--- src/hw/rtl/pfla_pkg.sv ---
`default_nettype none

package pfla_pkg;

    localparam int CHUNK_W = 6;
    localparam int CNT_W   = 16;
    localparam int TOT_W   = 32;
    localparam int Q_DEPTH = 2;
    localparam int Q_AW    = 1;

    localparam logic [1:0] OP_ALLOC   = 2'd0;
    localparam logic [1:0] OP_FREE    = 2'd1;
    localparam logic [1:0] OP_COLLECT = 2'd2;
    localparam logic [1:0] OP_PEAK    = 2'd3;

    localparam logic [2:0] ST_REUSED      = 3'd0;
    localparam logic [2:0] ST_HEAP_NEEDED = 3'd1;
    localparam logic [2:0] ST_FREED       = 3'd2;
    localparam logic [2:0] ST_RETURN      = 3'd3;
    localparam logic [2:0] ST_LIST_EMPTY  = 3'd4;
    localparam logic [2:0] ST_PEAK_RESET  = 3'd5;
    localparam logic [2:0] ST_FREE_ERROR  = 3'd6;

    typedef struct packed {
        logic [1:0]         opcode;
        logic [CHUNK_W-1:0] chunk;
    } in_word_t;

    typedef struct packed {
        logic [2:0]         status;
        logic [CHUNK_W-1:0] chunk_out;
        logic               last;
        logic [CNT_W-1:0]   in_use_count;
        logic [CNT_W-1:0]   peak_in_use;
        logic [CNT_W-1:0]   global_peak;
        logic [CNT_W-1:0]   free_count;
        logic [TOT_W-1:0]   reuse_total;
        logic [TOT_W-1:0]   new_alloc_total;
    } out_word_t;

    typedef enum logic [2:0] {
        JOB_ALLOC,
        JOB_FREE,
        JOB_FREE_BAD,
        JOB_COLLECT,
        JOB_PEAK
    } job_kind_t;

    typedef struct packed {
        job_kind_t          kind;
        logic [CHUNK_W-1:0] chunk;
    } job_t;

    // queue head as seen by the back end
    typedef struct packed {
        logic valid;
        job_t job;
    } job_slot_t;

endpackage

`default_nettype wire

--- src/hw/rtl/pfla_ram.sv ---
`default_nettype none

module pfla_ram #(
    parameter int WIDTH = 7,
    parameter int DEPTH = 64
) (
    input  wire logic                     clk,
    input  wire logic                     we,
    input  wire logic [$clog2(DEPTH)-1:0] waddr,
    input  wire logic [WIDTH-1:0]         wdata,
    input  wire logic                     re,
    input  wire logic [$clog2(DEPTH)-1:0] raddr,
    output logic      [WIDTH-1:0]         rdata
);

    logic [WIDTH-1:0] mem_reg [DEPTH];

    always_ff @(posedge clk)
    begin
        if (we)
        begin
            mem_reg[waddr] <= wdata;
        end
        if (re)
        begin
            rdata <= mem_reg[raddr];
        end
    end

endmodule

`default_nettype wire

--- src/hw/rtl/pfla_front.sv ---
`default_nettype none

module pfla_front #(
    parameter int NUM_CHUNKS = 64
) (
    input  wire logic                clk,
    input  wire logic                rst_n,
    input  wire logic                start,
    input  wire pfla_pkg::in_word_t  cmd,
    output logic                     busy,
    output pfla_pkg::job_slot_t      head,
    input  wire logic                pop
);

    import pfla_pkg::*;

    job_t              q_reg [Q_DEPTH];
    logic [Q_AW-1:0]   wr_ptr_reg, wr_ptr_next;
    logic [Q_AW-1:0]   rd_ptr_reg, rd_ptr_next;
    logic [Q_AW:0]     count_reg, count_next;
    logic              push;
    job_t              job_in;

    // classify: a free of a handle outside the pool is refused up front
    always_comb
    begin
        job_in.chunk = cmd.chunk;
        case (cmd.opcode)
            OP_ALLOC:   job_in.kind = JOB_ALLOC;
            OP_FREE:
            begin
                if ({1'b0, cmd.chunk} < (CHUNK_W+1)'(NUM_CHUNKS))
                    job_in.kind = JOB_FREE;
                else
                    job_in.kind = JOB_FREE_BAD;
            end
            OP_COLLECT: job_in.kind = JOB_COLLECT;
            OP_PEAK:    job_in.kind = JOB_PEAK;
            default:    job_in.kind = JOB_PEAK;
        endcase
    end

    assign busy      = (count_reg == (Q_AW+1)'(Q_DEPTH));
    assign push      = start && !busy;
    assign head.valid = (count_reg != '0);
    assign head.job   = q_reg[rd_ptr_reg];

    always_comb
    begin
        wr_ptr_next = push ? wr_ptr_reg + 1'b1 : wr_ptr_reg;
        rd_ptr_next = pop ? rd_ptr_reg + 1'b1 : rd_ptr_reg;
        count_next  = count_reg;
        if (push && !pop)
            count_next = count_reg + 1'b1;
        else if (pop && !push)
            count_next = count_reg - 1'b1;
    end

    always_ff @(posedge clk)
    begin
        if (push)
        begin
            q_reg[wr_ptr_reg] <= job_in;
        end
    end

    always_ff @(posedge clk or negedge rst_n)
    begin
        if (!rst_n)
        begin
            wr_ptr_reg <= '0;
            rd_ptr_reg <= '0;
            count_reg  <= '0;
        end
        else
        begin
            wr_ptr_reg <= wr_ptr_next;
            rd_ptr_reg <= rd_ptr_next;
            count_reg  <= count_next;
        end
    end

endmodule

`default_nettype wire

--- src/hw/rtl/pfla_back.sv ---
`default_nettype none

module pfla_back #(
    parameter int NUM_CHUNKS = 64
) (
    input  wire logic                 clk,
    input  wire logic                 rst_n,
    input  wire pfla_pkg::job_slot_t  head,
    output logic                      pop,
    output logic                      done,
    output pfla_pkg::out_word_t       result
);

    import pfla_pkg::*;

    localparam int AW = (NUM_CHUNKS > 1) ? $clog2(NUM_CHUNKS) : 1;
    localparam int LW = CHUNK_W + 1;

    typedef enum logic [1:0] {
        S_IDLE,
        S_POP,
        S_WALK
    } state_t;

    state_t             state_reg, state_next;
    logic [CHUNK_W-1:0] head_reg, head_next;
    logic               nonempty_reg, nonempty_next;
    logic [CNT_W-1:0]   in_use_reg, in_use_next;
    logic [CNT_W-1:0]   peak_reg, peak_next;
    logic [CNT_W-1:0]   gpeak_reg, gpeak_next;
    logic [CNT_W-1:0]   free_reg, free_next;
    logic [TOT_W-1:0]   reuse_reg, reuse_next;
    logic [TOT_W-1:0]   heap_reg, heap_next;
    logic [AW-1:0]      walk_reg, walk_next;
    logic               done_reg, done_next;
    out_word_t          result_reg, result_next;

    logic               ram_we, ram_re;
    logic [AW-1:0]      ram_waddr, ram_raddr;
    logic [LW-1:0]      ram_wdata, ram_rdata;
    logic               link_end;
    logic [CHUNK_W-1:0] link;
    logic [CNT_W-1:0]   use_inc;
    logic               walk_final;
    logic [2:0]         st;
    logic [CHUNK_W-1:0] st_chunk;
    logic               st_last;
    logic               note_use;

    function automatic logic [CNT_W-1:0] inc16(input logic [CNT_W-1:0] v);
        return (v == '1) ? v : v + 1'b1;
    endfunction

    function automatic logic [CNT_W-1:0] dec16(input logic [CNT_W-1:0] v);
        return (v == '0) ? v : v - 1'b1;
    endfunction

    function automatic logic [TOT_W-1:0] inc32(input logic [TOT_W-1:0] v);
        return (v == '1) ? v : v + 1'b1;
    endfunction

    pfla_ram #(
        .WIDTH (LW),
        .DEPTH (NUM_CHUNKS)
    ) u_link_ram (
        .clk   (clk),
        .we    (ram_we),
        .waddr (ram_waddr),
        .wdata (ram_wdata),
        .re    (ram_re),
        .raddr (ram_raddr),
        .rdata (ram_rdata)
    );

    assign link_end   = ram_rdata[LW-1];
    assign link       = ram_rdata[CHUNK_W-1:0];
    assign use_inc    = inc16(in_use_reg);
    assign walk_final = link_end || (walk_reg == AW'(NUM_CHUNKS - 1));

    always_comb
    begin
        state_next    = state_reg;
        head_next     = head_reg;
        nonempty_next = nonempty_reg;
        in_use_next   = in_use_reg;
        peak_next     = peak_reg;
        gpeak_next    = gpeak_reg;
        free_next     = free_reg;
        reuse_next    = reuse_reg;
        heap_next     = heap_reg;
        walk_next     = walk_reg;
        done_next     = 1'b0;
        pop           = 1'b0;
        ram_we        = 1'b0;
        ram_waddr     = head.job.chunk[AW-1:0];
        ram_wdata     = {!nonempty_reg, head_reg};
        ram_re        = 1'b0;
        ram_raddr     = head_reg[AW-1:0];
        st            = ST_FREE_ERROR;
        st_chunk      = '0;
        st_last       = 1'b1;
        note_use      = 1'b0;

        case (state_reg)
            S_IDLE:
            begin
                if (head.valid)
                begin
                    pop = 1'b1;
                    case (head.job.kind)
                        JOB_ALLOC:
                        begin
                            if (nonempty_reg)
                            begin
                                ram_re     = 1'b1;
                                state_next = S_POP;
                            end
                            else
                            begin
                                heap_next = inc32(heap_reg);
                                note_use  = 1'b1;
                                st        = ST_HEAP_NEEDED;
                                done_next = 1'b1;
                            end
                        end
                        JOB_FREE:
                        begin
                            if (in_use_reg != '0)
                            begin
                                ram_we        = 1'b1;
                                head_next     = head.job.chunk;
                                nonempty_next = 1'b1;
                                in_use_next   = dec16(in_use_reg);
                                free_next     = inc16(free_reg);
                                st            = ST_FREED;
                                st_chunk      = head.job.chunk;
                            end
                            done_next = 1'b1;
                        end
                        JOB_COLLECT:
                        begin
                            if (nonempty_reg)
                            begin
                                ram_re     = 1'b1;
                                walk_next  = '0;
                                state_next = S_WALK;
                            end
                            else
                            begin
                                st        = ST_LIST_EMPTY;
                                done_next = 1'b1;
                            end
                        end
                        JOB_PEAK:
                        begin
                            peak_next = in_use_reg;
                            st        = ST_PEAK_RESET;
                            done_next = 1'b1;
                        end
                        default:
                        begin
                            done_next = 1'b1;
                        end
                    endcase
                end
            end
            S_POP:
            begin
                if (link_end)
                    nonempty_next = 1'b0;
                else
                    head_next = link;
                reuse_next = inc32(reuse_reg);
                free_next  = dec16(free_reg);
                note_use   = 1'b1;
                st         = ST_REUSED;
                st_chunk   = head_reg;
                done_next  = 1'b1;
                state_next = S_IDLE;
            end
            S_WALK:
            begin
                if (!link_end)
                    head_next = link;
                free_next = dec16(free_reg);
                st        = ST_RETURN;
                st_chunk  = head_reg;
                st_last   = walk_final;
                done_next = 1'b1;
                if (walk_final)
                begin
                    nonempty_next = 1'b0;
                    free_next     = '0;
                    state_next    = S_IDLE;
                end
                else
                begin
                    // fetch the following link straight from the returned word
                    ram_re    = 1'b1;
                    ram_raddr = link[AW-1:0];
                    walk_next = walk_reg + 1'b1;
                end
            end
            default:
            begin
                state_next = S_IDLE;
            end
        endcase

        if (note_use)
        begin
            in_use_next = use_inc;
            if (use_inc > peak_reg)
                peak_next = use_inc;
            if (use_inc > gpeak_reg)
                gpeak_next = use_inc;
        end

        result_next.status          = st;
        result_next.chunk_out       = st_chunk;
        result_next.last            = st_last;
        result_next.in_use_count    = in_use_next;
        result_next.peak_in_use     = peak_next;
        result_next.global_peak     = gpeak_next;
        result_next.free_count      = free_next;
        result_next.reuse_total     = reuse_next;
        result_next.new_alloc_total = heap_next;
    end

    always_ff @(posedge clk)
    begin
        result_reg <= result_next;
        walk_reg   <= walk_next;
    end

    always_ff @(posedge clk or negedge rst_n)
    begin
        if (!rst_n)
        begin
            state_reg    <= S_IDLE;
            head_reg     <= '0;
            nonempty_reg <= 1'b0;
            in_use_reg   <= '0;
            peak_reg     <= '0;
            gpeak_reg    <= '0;
            free_reg     <= '0;
            reuse_reg    <= '0;
            heap_reg     <= '0;
            done_reg     <= 1'b0;
        end
        else
        begin
            state_reg    <= state_next;
            head_reg     <= head_next;
            nonempty_reg <= nonempty_next;
            in_use_reg   <= in_use_next;
            peak_reg     <= peak_next;
            gpeak_reg    <= gpeak_next;
            free_reg     <= free_next;
            reuse_reg    <= reuse_next;
            heap_reg     <= heap_next;
            done_reg     <= done_next;
        end
    end

    assign done   = done_reg;
    assign result = result_reg;

endmodule

`default_nettype wire

--- src/hw/rtl/pool_free_list_allocator_top.sv ---
// Channel   Ports                  Handshake
// command   start, cmd, busy       word taken when start && !busy
// result    done, result           word present for one cycle while done is high
//
// A command word enters a two-word queue; the execution side takes one word a cycle while idle.
// Free, reset-peak, heap-needed alloc and collect on an empty list finish from the idle state.
// Alloc from the list passes through a pop state, set by the registered read of the link memory.
// Collect starts the walk from the idle state, then returns one handle a cycle, up to NUM_CHUNKS.
// Reset clears the counters and the list head; the link memory is not cleared.
// busy rises only while the queue is full; results cannot be held off.
`default_nettype none

module pool_free_list_allocator_top #(
    parameter int NUM_CHUNKS = 64
) (
    input  wire logic                clk,
    input  wire logic                rst_n,
    input  wire logic                start,
    input  wire pfla_pkg::in_word_t  cmd,
    output logic                     busy,
    output logic                     done,
    output pfla_pkg::out_word_t      result
);

    import pfla_pkg::*;

    job_slot_t q_head;
    logic      q_pop;

    pfla_front #(
        .NUM_CHUNKS (NUM_CHUNKS)
    ) u_front (
        .clk   (clk),
        .rst_n (rst_n),
        .start (start),
        .cmd   (cmd),
        .busy  (busy),
        .head  (q_head),
        .pop   (q_pop)
    );

    pfla_back #(
        .NUM_CHUNKS (NUM_CHUNKS)
    ) u_back (
        .clk    (clk),
        .rst_n  (rst_n),
        .head   (q_head),
        .pop    (q_pop),
        .done   (done),
        .result (result)
    );

endmodule

`default_nettype wire

--- config.mk ---
export PLATFORM = sky130hd
export DESIGN_NAME = pool_free_list_allocator_top
export DESIGN_NICKNAME = d
export VERILOG_FILES = /design/src/hw/rtl/pfla_pkg.sv /design/src/hw/rtl/pfla_ram.sv /design/src/hw/rtl/pfla_front.sv /design/src/hw/rtl/pfla_back.sv /design/src/hw/rtl/pool_free_list_allocator_top.sv
export SDC_FILE = /design/constraint.sdc
export NUM_CORES = 1
export LEC_CHECK = 0
export BUFFER_PORTS_ARGS = -buffer_cell sky130_fd_sc_hd__buf_2
export CORE_UTILIZATION = 60
export CTS_CLUSTER_SIZE = 24
export DETAILED_ROUTE_END_ITERATION = 12
export PLACE_DENSITY = 0.8
export SLEW_MARGIN = 20
export SYNTH_ARGS = -nofsm -noshare
export SYNTH_HDL_FRONTEND = slang
export SYNTH_SLANG_ARGS = --single-unit
--- constraint.sdc ---
create_clock -name clk -period 6.9 [get_ports clk]
set_input_delay 1.725 -clock clk [delete_from_list [all_inputs] [get_ports clk]]
set_output_delay 1.725 -clock clk [all_outputs]
set_load 0.005 [all_outputs]
* After elaboration in Yosys (flattened, before gate mapping)
Memories as Yosys holds them, arrays and structs flattened. A register that Yosys moved wholly into a read port is not among the register bits. Index checks and enable logic that the tools add are counted.
Word-level totals: flip-flop bits (word level) 286, memory bits (writable) 466, output and inout bits 140, memories kept 2
Memories:
- u_back.u_link_ram.mem_reg | words 64, bits a word 7, read ports 1, clocked after Yosys merged registers in 1, write ports 1, line pfla_ram.sv:16 | logic [WIDTH-1:0] mem_reg [DEPTH];
- u_front.q_reg | words 2, bits a word 9, read ports 1, clocked after Yosys merged registers in 0, write ports 1, line pfla_front.sv:17 | job_t q_reg [Q_DEPTH];
Operators by class: add/sub/neg operators 11, magnitude comparators 2, equality and inequality tests 26, muxes and demuxes 87, reductions and logical operators 25
Operators with widths (number):
- two-way mux 16 bit | 20
- two-way mux 32 bit | 7
- two-way mux 6 bit | 13
- adder 32 x 1 -> 32 bit, second input constant | 2
- equality test 32 bit, second input constant | 2
- one-hot mux 16 bit (3 select lines) | 1
- one-hot mux 6 bit (2 select lines) | 3
- adder 16 x 1 -> 16 bit, second input constant | 2
- equality test 16 bit, second input constant | 2
- > comparator 16 bit | 2
- logical NOT 16 bit | 2
- subtractor 16 x 1 -> 16 bit, second input constant | 2
- two-way mux 1 bit | 24
- one-hot mux 3 bit (4 select lines) | 2
- nonzero test 16 bit | 1
- AND reduction 5 bit | 3
- two-way mux 2 bit | 7
- inequality test 2 bit, second input constant | 6
- two-way mux 3 bit | 3
- one-hot mux 3 bit (3 select lines) | 1
- equality test 2 bit, second input constant | 4
- one-hot mux 2 bit (2 select lines) | 2
- nonzero test 2 bit | 4
- adder 6 x 1 -> 6 bit, second input constant | 1
- other kinds (21) | 35

* Longest topological paths before layout
depth in word-level cells 7, depth in mapped cells 18, gate-level depth less buffers 15

* By module
From an unflattened synthesis, not the netlist that was laid out.
Second synthesis, totals: cell total of the unflattened synthesis 2015, area, all modules 30596.8 um2
By module, submodules not included:
- pfla_ram | times used 1, cells an instance 827, area an instance 17704.5 um2, sequential area each 13663.1 um2
- pfla_back | times used 1, cells an instance 1137, area an instance 11965.2 um2, sequential area each 6396.1 um2
- pfla_front | times used 1, cells an instance 51, area an instance 927.1 um2, sequential area each 640.6 um2

* Worst setup path after synthesis
OpenSTA, ideal clock, no wires.
kind reg2reg, start point reg u_back.in_use_reg[1], end point reg u_back.gpeak_reg[10], data arrival time 4.051 ns, data required time 6.772 ns, slack 2.722 ns, cell stages (with the launch flop) 19, clock period less this slack 4.178 ns, cell sequence dfrtp_1 -> ha_1 -> nand2_1 -> or2_2 -> nor3_1 -> or3_1 -> clkbuf_1 -> nor2_1 -> xor2_1 -> ha_1 -> a21o_1 -> a21o_1 -> a21oi_1 -> o21ai_0 -> a21oi_1 -> a211o_1 -> clkbuf_1 -> buf_1 -> mux2_2
On the way: cells in the longest elaborated chain, start to end 5
Ends and longest elaborated chain:
- start, declared | line pfla_back.sv:28 | logic [CNT_W-1:0] in_use_reg, in_use_next;
- start signal, assigned | line pfla_back.sv:256 | in_use_reg <= in_use_next;
- adder 16 x 1 -> 16 bit / equality test 16 bit (equally long branches) | line pfla_back.sv:51 | return (v == '1) ? v : v + 1'b1;
- two-way mux 16 bit * | line pfla_back.sv:51
- > comparator 16 bit | line pfla_back.sv:215 | if (use_inc > gpeak_reg)
- two-way mux 16 bit * | line pfla_back.sv:215
- two-way mux 16 bit * | line pfla_back.sv:210 | if (note_use)
- via u_back.gpeak_next[10] | line pfla_back.sv:30 | logic [CNT_W-1:0] gpeak_reg, gpeak_next;
- end signal, assigned | line pfla_back.sv:258 | gpeak_reg <= gpeak_next;
- end, declared | line pfla_back.sv:30
The timed path passes the listed nets; every way through them passes the cells marked *. A chain may end at the register's enable or synchronous reset.

* Worst setup path in the final report
start point reg u_back.state_reg[0], end point reg u_back.u_link_ram.rdata[1], read port of u_back.u_link_ram.mem_reg (data pin)
On the way: cells in the longest elaborated chain, start to end 2
Ends and longest elaborated chain:
- start, declared | line pfla_back.sv:25 | state_t state_reg, state_next;
- start signal, assigned | line pfla_back.sv:253 | state_reg <= state_next;
- equality test 2 bit / logical NOT 2 bit (equally long branches) | line pfla_back.sv:104 | case (state_reg)
- one-hot mux 1 bit (2 select lines) / two-way mux 6 bit (equally long branches) | line pfla_back.sv:104
- end, declared | line pfla_ram.sv:13 | output logic [WIDTH-1:0] rdata
Parallel ways exist; a longest one is shown, timed or not.

==> results.py <==
metrics = {
    "placed_design": {
        "place_inst": 3102,
        "portBuffers": 150,
        "dp_hpwl_um": 48700,
        "place.gp.congestion": 0.913,
        "placed_area_mm2": 0.0318,
    },
    "routing": {
        "drc": 0,
        "routed.top_layer": "met5",
        "wl_met3_um": 6900,
        "met1_length_um": 29500,
        "routed-wl-met2_um": 36600,
        "final_antenna_net_count": 0,
        "finalWirelength_um": 76700,
        "drt_iter0_drc": 2916,
        "routedWlPerCell_um": 23.6,
        "num_vias": 21100,
        "vias_per_cell": 6.51,
        "drt-pass1-iter-count": 5,
    },
    "clock_network": {
        "cts_sinks": 759,
        "cts_hold_buffers": 0,
        "clk_latency_ps": 620,
        "tritoncts": "built",
        "htree_levels": 3,
        "postCtsResizedCells": 0,
        "clk_pin_slew_worst_paths_ps": 60,
        "clock_path_buffers": 3,
        "cts_buffers": 75,
        "cts-root-buf": "clkbuf_16",
        "cts_setup_buffers": 0,
    },
    "floorplan": {
        "die_w_um": 228,
        "die_area_mm2": 0.0518,
        "die_h_um": 228,
        "placementRows": 82,
        "io_pins": 151,
        "core_mm2": 0.0502,
        "initial_core_util_pct": 60.9,
    },
    "global_routing": {
        "grt_pass1_wl_um": 118000,
        "antenna_found_initial": 4,
        "grt_use_total_pct": 30.0,
        "grt_start_max_net_pins": 128,
        "grt_overflow_total": 0,
        "grt_pass1_vias": 21100,
    },
    "layout": {
        "drive_gt1_share_pct": 13.9,
        "finalNonFillerCells": 3246,
        "n_fill_cell": 3304,
        "area_delta_synth_final_pct": 12.4,
        "final_nets": 2565,
        "design_area_mm2": 0.0343,
        "largest_reg_flops": 448,
        "final_util_pct": 68.4,
    },
    "sta": {
        "finClkSkew_ps": 20.3,
        "fin_crit_ps": 4670,
        "post-route-period-util_pct": 67.7,
        "slew_violations": 0,
        "hold_viol": 0,
        "slew_headroom_pct": 30.9,
        "worst_pin_slew_ps": 1040,
        "setup_viol": 0,
        "fin_tns_setup_ps": 0,
        "rsz0062_at_grt": "false",
        "fmax_ghz": 0.214,
    },
    "synth": {
        "syn-cell-area_mm2": 0.0305,
        "seq_area_frac_synth_pct": 67.8,
        "async_flop_share_pct": 18.7,
        "synth_area_leaders": "edfxtp_1 47%, dfrtp_1 12%, dfxtp_1 9.0%",
        "ys_ff_latch": 759,
        "yosys.area.top_type": "edfxtp_1",
        "yosys_warnings": 0,
        "synth_cells": 2375,
        "synth_flop_cell": "edfxtp_1",
        "syn_area_per_cell_um2": 12.9,
        "synth_top_area_share_pct": 47.1,
        "synth_edf_count": 479,
        "synthesis.nets": 2433,
        "synth.distinct_cells": 78,
    },
    "power": {
        "p_per_area_mw_per_mm2": 442,
        "p_total_mw": 15.2,
        "p_leak_nw": 12.6,
        "peakVddDrop_mv": 0.306,
    },
    "run": {
        "max-cap-violations": 0,
    },
    "setup_path": {
        "arrival_ps": 5090,
        "critPathCaptureType": "flop",
        "crit_fanout": 79,
        "reg2reg_depth": 10,
        "reg2reg_slack_ps": 2230,
        "worstPathRequired_ps": 7320,
        "reg2reg_from": "u_back.state_reg[0]",
        "critical_path_class": "flop to flop",
        "start_kind": "flop",
        "reg2reg_to": "u_back.u_link_ram.rdata[1]",
    },
    "min_path": {
        "hold_start": "u_front.wr_ptr_reg",
        "hold_path_class": "flop to flop",
        "holdPathStages": 1,
        "hold_end": "u_front.wr_ptr_reg",
    },
    "outcome": {
        "status": "complete, no violations",
    },
}
-- per-stage QoR --
stage / worst slack (ps) / hold WS (ps)
4_1_cts: 2340 / 491
3_3_place_gp: 2510 / 469
6_report: 2230 / 502
2_1_floorplan: 2720 / 452
5_1_grt: 1920 / 530
3_5_place_dp: 2410 / 478
-- layout make-up --
type | count | area (um^2) | share of cell area, %
clock inverters | 33 | 254 | 0.740
diodes | 4 | 10.0 | 0.0292
flip-flops and latches | 759 | 20700 | 60.3
inverters | 83 | 312 | 0.907
clock buffers | 107 | 2240 | 6.52
multi-input cells | 1418 | 9050 | 26.4
repair buffers | 170 | 920 | 2.68
well taps | 672 | 841 | 2.45
-- placed cells by master, fill, tap and decap left out, drive strengths merged, types with 27 or more instances in the layout --
cell	instances
nor2	187
nand2	153
a211oi	191
nand3	61
clkbuf	107
nor4	47
o22ai	78
dfxtp	138
edfxtp	479
nand4	41
o21ai	89
xnor2	69
inv	84
dfrtp	142
ha	47
buf	170
a21oi	124
clkinv	27
o31ai	36
nor3	33
-- cell usage after synthesis, drive strengths merged (4+ instances only) --
cell type and instances:
a211oi 191, a21o 10, a21oi 124, a221oi 4, a22o 14, a22oi 4
a31oi 19, and2 13, and3 10, and4 7, buf 64, clkbuf 50
dfrtp 142, dfxtp 138, edfxtp 479, ha 47, inv 82, mux2 24
mux2i 20, nand2 153, nand2b 5, nand3 61, nand3b 4, nand4 41
nor2 187, nor2b 18, nor3 33, nor4 47, o2111ai 8, o21a 9
o21ai 89, o221ai 8, o22a 7, o22ai 78, o31ai 36, or2 9
or3 10, or4 4, xnor2 69, xor2 25
-- worst max-delay path by stage --
stage                                  to  slack (ps)                 start
6_report       u_back.u_link_ram.rdata[1]        2230   u_back.state_reg[0]
5_1_grt              u_back.gpeak_reg[11]        1920  u_back.in_use_reg[4]
4_1_cts                 u_back.result[91]        2340  u_back.in_use_reg[4]
3_5_place_dp         u_back.gpeak_reg[11]        2410  u_back.in_use_reg[4]
3_3_place_gp          u_back.gpeak_reg[4]        2510  u_back.in_use_reg[4]
2_1_floorplan        u_back.gpeak_reg[10]        2720  u_back.in_use_reg[1]
-- power by group --
group / switching, mW / leakage (nW) / internal [mW]
clock network: 1.71 / 1.23 / 2.35
logic: 3.30 / 4.10 / 1.56
registers: 0.468 / 7.28 / 5.78
-- cells by family after synthesis --
kind of cell	count (synthesis)	synth area share, %
XOR/XNOR	94	2.70
AND/OR/NAND/NOR	610	9.69
adder cells (fa/ha/maj)	47	1.93
AO/OA/AOI/OAI	623	13.5
flip-flops	759	67.8
buffers and inverters	198	2.88
multiplexers	44	1.57
-- worst max-delay path, stage by stage, from the launching register on --
cell	delay, ps
dfrtp_1	420
inv_1	120
ha_1	270
nor2b_1	200
o21a_1	500
inv_2	300
mux2_4	900
o22ai_1	220
o21ai_0	580
o2111ai_1	510
nor4_1	400
-- per-layer routing --
layer,global-route usage (%),vias up
met5,0,-
met4,16.3,2
met3,5.29,259
met2,48.1,1248
met1,39.1,10300
li1,-,9284
(Power assumes the default switching activity.)
